$ cat src/hdl/cpsd_mul.sv
// two-stage signed multiplier giving floor(a*b / 2^SH)
module cpsd_mul #(
    parameter int AW = 32,
    parameter int BW = 32,
    parameter int SH = 16,
    parameter int OW = 32
) (
    input  logic                 aclk,
    input  logic                 en,
    input  logic signed [AW-1:0] a,
    input  logic signed [BW-1:0] b,
    output logic signed [OW-1:0] p
);
    logic signed [AW-17:0]    a_hi;
    logic        [15:0]       a_lo;
    logic signed [AW-16+BW-1:0] ph_reg;
    logic signed [16+BW:0]    pl_reg;
    logic signed [AW+BW:0]    sum;
    logic signed [AW+BW:0]    shr;
    logic signed [OW-1:0]     p_reg;

    assign a_hi = a[AW-1:16];
    assign a_lo = a[15:0];

    always_ff @(posedge aclk) begin
        if (en) begin
            ph_reg <= a_hi * b;
            pl_reg <= $signed({1'b0, a_lo}) * b;
        end
    end

    assign sum = ((AW+BW+1)'(ph_reg) <<< 16) + (AW+BW+1)'(pl_reg);
    assign shr = sum >>> SH;

    always_ff @(posedge aclk) begin
        if (en) begin
            p_reg <= shr[OW-1:0];
        end
    end

    assign p = p_reg;
endmodule

$ cat config.mk
export PLATFORM = sky130hd
export DESIGN_NAME = cpsd_mul
export DESIGN_NICKNAME = d
export VERILOG_FILES = /design/src/hdl/cpsd_mul.sv
export SDC_FILE = /design/constraint.sdc
export NUM_CORES = 2
export LEC_CHECK = 0
export BUFFER_PORTS_ARGS = -buffer_cell sky130_fd_sc_hd__buf_2
export CORE_UTILIZATION = 44
export DETAILED_ROUTE_END_ITERATION = 10
export PLACE_DENSITY = 0.69
export SYNTH_ARGS = -nofsm -noshare
export SYNTH_HDL_FRONTEND = slang
export SYNTH_SLANG_ARGS = --single-unit
export TNS_END_PERCENT = 20
$ cat constraint.sdc
create_clock -name aclk -period 14.7 [get_ports aclk]
set_input_delay 2.205 -clock aclk [delete_from_list [all_inputs] [get_ports aclk]]
set_output_delay 2.205 -clock aclk [all_outputs]
set_load 0.05 [all_outputs]
* After elaboration in Yosys (flattened, before gate mapping)
Index checks and enable logic that the tools add are counted.
Word-level totals: bits in registers 112, word-level logic and storage cells 6, input bits 66
Operators by class: $add $sub $neg 1, multipliers 2
Operator list (number):
- 48-bit adder | 1
- 17-bit by 32-bit multiplier with 48-bit output | 1
- 16-bit by 32-bit multiplier with 32-bit output | 1

* Longest topological paths before layout
depth in word-level cells 1, mapped depth 25

* Worst setup path before layout
OpenSTA, ideal clock, no wires.
path kind input-to-reg, start point in b[20], end point reg pl_reg[47], data pin, cell stages on the path 22, required time 14.437 ns, buffers on the path 3, arrival time 7.777 ns, slack 6.660 ns, path through clkbuf_1 -> clkbuf_1 -> nand2_1 -> fa_1 -> inv_1 -> fa_1 -> fa_1 -> fa_1 -> fa_1 -> inv_1 -> fa_1 -> inv_1 -> ha_1 -> clkbuf_1 -> nand4_1 -> or2_2 -> a21oi_1 -> a211oi_1 -> o21a_1 -> o31ai_1 -> a311oi_1 -> xnor2_1
Between the ends: cells in the longest elaborated chain, start to end 1
Ends and longest elaborated chain:
- start: declaration | line 11 | input logic signed [BW-1:0] b,
- 17-bit by 32-bit multiplier with 48-bit output | line 28 | pl_reg <= $signed({1'b0, a_lo}) * b;
- end signal: assignment | line 28
- end: declaration | line 17 | logic signed [16+BW:0] pl_reg;
No other way between the ends. A chain may end at the register's enable or synchronous reset.

* Final worst setup path
start point in a[8], end point reg pl_reg[47], data pin
Between the ends: cells in the longest elaborated chain, start to end 1
Ends and longest elaborated chain:
- start: declaration | line 10 | input logic signed [AW-1:0] a,
- 17-bit by 32-bit multiplier with 48-bit output | line 28
No other way between the ends.

==> reports/qor.csv <==
stage,metric,value,unit
cells_and_area,syn2layout_area_growth,4.51,%
die,initial_core_util,44.5,%
clocking,cts.repair.resized,0,
synthesis,syn_inst,3695,
synthesis,synth_edf_count,96,
critical_path,cp.required,14860,ps
drt,drtAntennaViolNets,0,
sta,fin_skew,17.3,ps
die,ios,98,
clocking,cts_buffers,9,
job,timing.max_cap.violations,0,
place,place_ws,5610,ps
sta,grt_setup_unrepaired,no,
die,die_width,279,um
global_routing,grt_pass1_vias,26400,
critical_path,cp-end-kind,flop,
synthesis,async_reset_ff_share,0,%
clocking,htree_levels,3,
critical_path,r2r_cells,12,
cells_and_area,layout_common_cells,"inv_1 (970), fa_1 (787), nand2_1 (523), and2_1 (399), ha_1 (235)",
die,coreArea,76100,um2
clocking,cts.sinks,96,
sta,finalSetupViolCount,0,
synthesis,ys.warnings.count,0,
place,place_hpwl,66.2,mm
sta,slew_violations,0,
drt,route.detailed.drc,0,
synthesis,yosys_register_bits,96,
drt,wirelength,85.4,mm
hold_path,whs_path_depth,1,
cells_and_area,layout-drive-gt1-share,3.92,%
place,gp_congestion,0.906,
clocking,post-cts-setup-buffers,0,
cells_and_area,final_nets,4729,
synthesis,synth_cell_type_count,64,
critical_path,crit_type,in2reg,
drt,num_vias,24000,
sta,tightest_slew,896,ps
clocking,worstSkewPairLatency,410,ps
clocking,cts_tree,yes,
drt,wire_per_inst,18.3,um
die,dieArea,78000,um2
die,rows,101,
sta,slew_headroom,40.3,%
sta,period_share,59.4,%
global_routing,antenna_found_initial,12,
synthesis,synthFlopType,edfxtp_1,
sta,fin_crit,8740,ps
synthesis,avgSynthCellArea,9.16,um2
sta,fin_ws,5960,ps
drt,drt_iter0_markers,1423,
cells_and_area,final_common_cell,inv_1,
place,io_buffers,97,
synthesis,syn-cell-area,33800,um2
critical_path,cp_max_fo,32,
hold_path,hold_path.class,reg2reg,
clocking,ctsHoldBuffers,0,
global_routing,grt_use_total,23.4,%
clocking,clk_pin_slew_worst_paths,90,ps
global_routing,grt_pass1_wl,142,mm
sta,fmax,114,MHz
sta,hold_viol,0,
drt,dr.pass1.iters,5,
critical_path,cp.arrival,8900,ps
global_routing,grt-ovfl-total,0,
clocking,root_buffer,clkbuf_16,
synthesis,syn_nets,4783,
synthesis,synth-seq-area-share,8.52,%
clocking,cts.path.max_buffers,2,
die,die_h,279,um
critical_path,startpoint_type,input port,
drt,routed_via_density,5.13,
outcome,outcome,completed,
sta,fin_setup_tns,0,ps
global_routing,grt_start_max_net_pins,60,
worst paths after layout:
check | from | end | slack, ps
worst max-delay path | a[8] | pl_reg[47] | 5960
worst max register to register | pl_reg[16] | p[30] | 11150
worst min register to register | pl_reg[16] | p[0] | 560
worst min-delay path | pl_reg[16] | p[0] | 560
routing by layer:
layer | vias to the layer above | routed length (um) | track usage [%]
li1 | 10600 | - | -
met1 | 12400 | 35700 | 30.8
met2 | 817 | 41000 | 39.6
met3 | 149 | 6640 | 4.40
met4 | 16 | 1960 | 6.14
met5 | - | 101 | 0
critical path, cell delays in order:
cell,delay [ps]
buf_2,630
nand2_1,200
fa_1,590
inv_1,50
fa_1,480
fa_1,570
fa_1,430
fa_1,490
inv_1,50
fa_1,470
inv_1,40
ha_1,340
nand4_1,120
a21oi_1,290
nand3_1,200
a31oi_1,230
a31oi_1,190
o21a_1,290
o31ai_1,650
a311oi_1,210
xnor2_1,160
kinds of logic (layout without fill, tap and decap cells):
logic type | after synthesis | after routing | share of synthesized area (%)
AO/OA/AOI/OAI | 257 | 257 | 5.13
other | 0 | 3 | 0
buffers and inverters | 1144 | 1095 | 12.7
XOR/XNOR | 124 | 124 | 3.21
AND/OR/NAND/NOR | 1052 | 1052 | 15.2
adder cells (fa/ha/maj) | 1022 | 1022 | 55.2
flip-flops | 96 | 96 | 8.52
Yosys cell counts, types with 8 or more instances:
cell type / count / area, um2
nor3_1: 9 / 45.0
nor2_1: 50 / 188
nand2_1: 523 / 1960
a21o_1: 42 / 315
o21a_1: 14 / 105
nand2b_1: 11 / 68.8
edfxtp_1: 96 / 2880
clkbuf_1: 173 / 649
inv_1: 970 / 3640
nand4_1: 15 / 93.8
and2_1: 399 / 2500
a21oi_1: 84 / 420
xnor2_1: 88 / 771
a211oi_1: 12 / 90.1
fa_1: 787 / 15800
nand3_1: 12 / 60.1
o21ai_0: 40 / 200
nor2b_1: 8 / 50.1
o21bai_1: 10 / 75.1
ha_1: 235 / 2940
xor2_1: 36 / 315
through the flow:
stage	std cells	instance area, um2	hold WS, ps	util (%)
after global routing	4676	35400	589	46.5
after global placement	4660	35100	536	46.1
after floorplan	3695	33800	513	-
after CTS	4676	35400	561	46.5
after detailed placement	4660	35100	542	46.1
final	4679	35400	555	46.5
layout make-up:
type,count,area [um2]
multi-input combinational,2455,26700
tap,1030,1290
antenna,3,7.51
clock inverter,6,76.3
timing repair buffer,109,578
inverter,970,3640
sequential,96,2880
fill,7265,40700
clock buffer,10,229
Power is left out: the tool's default activity adds up to more than one toggle a clock period on the data nets, which glitch-free logic cannot reach.
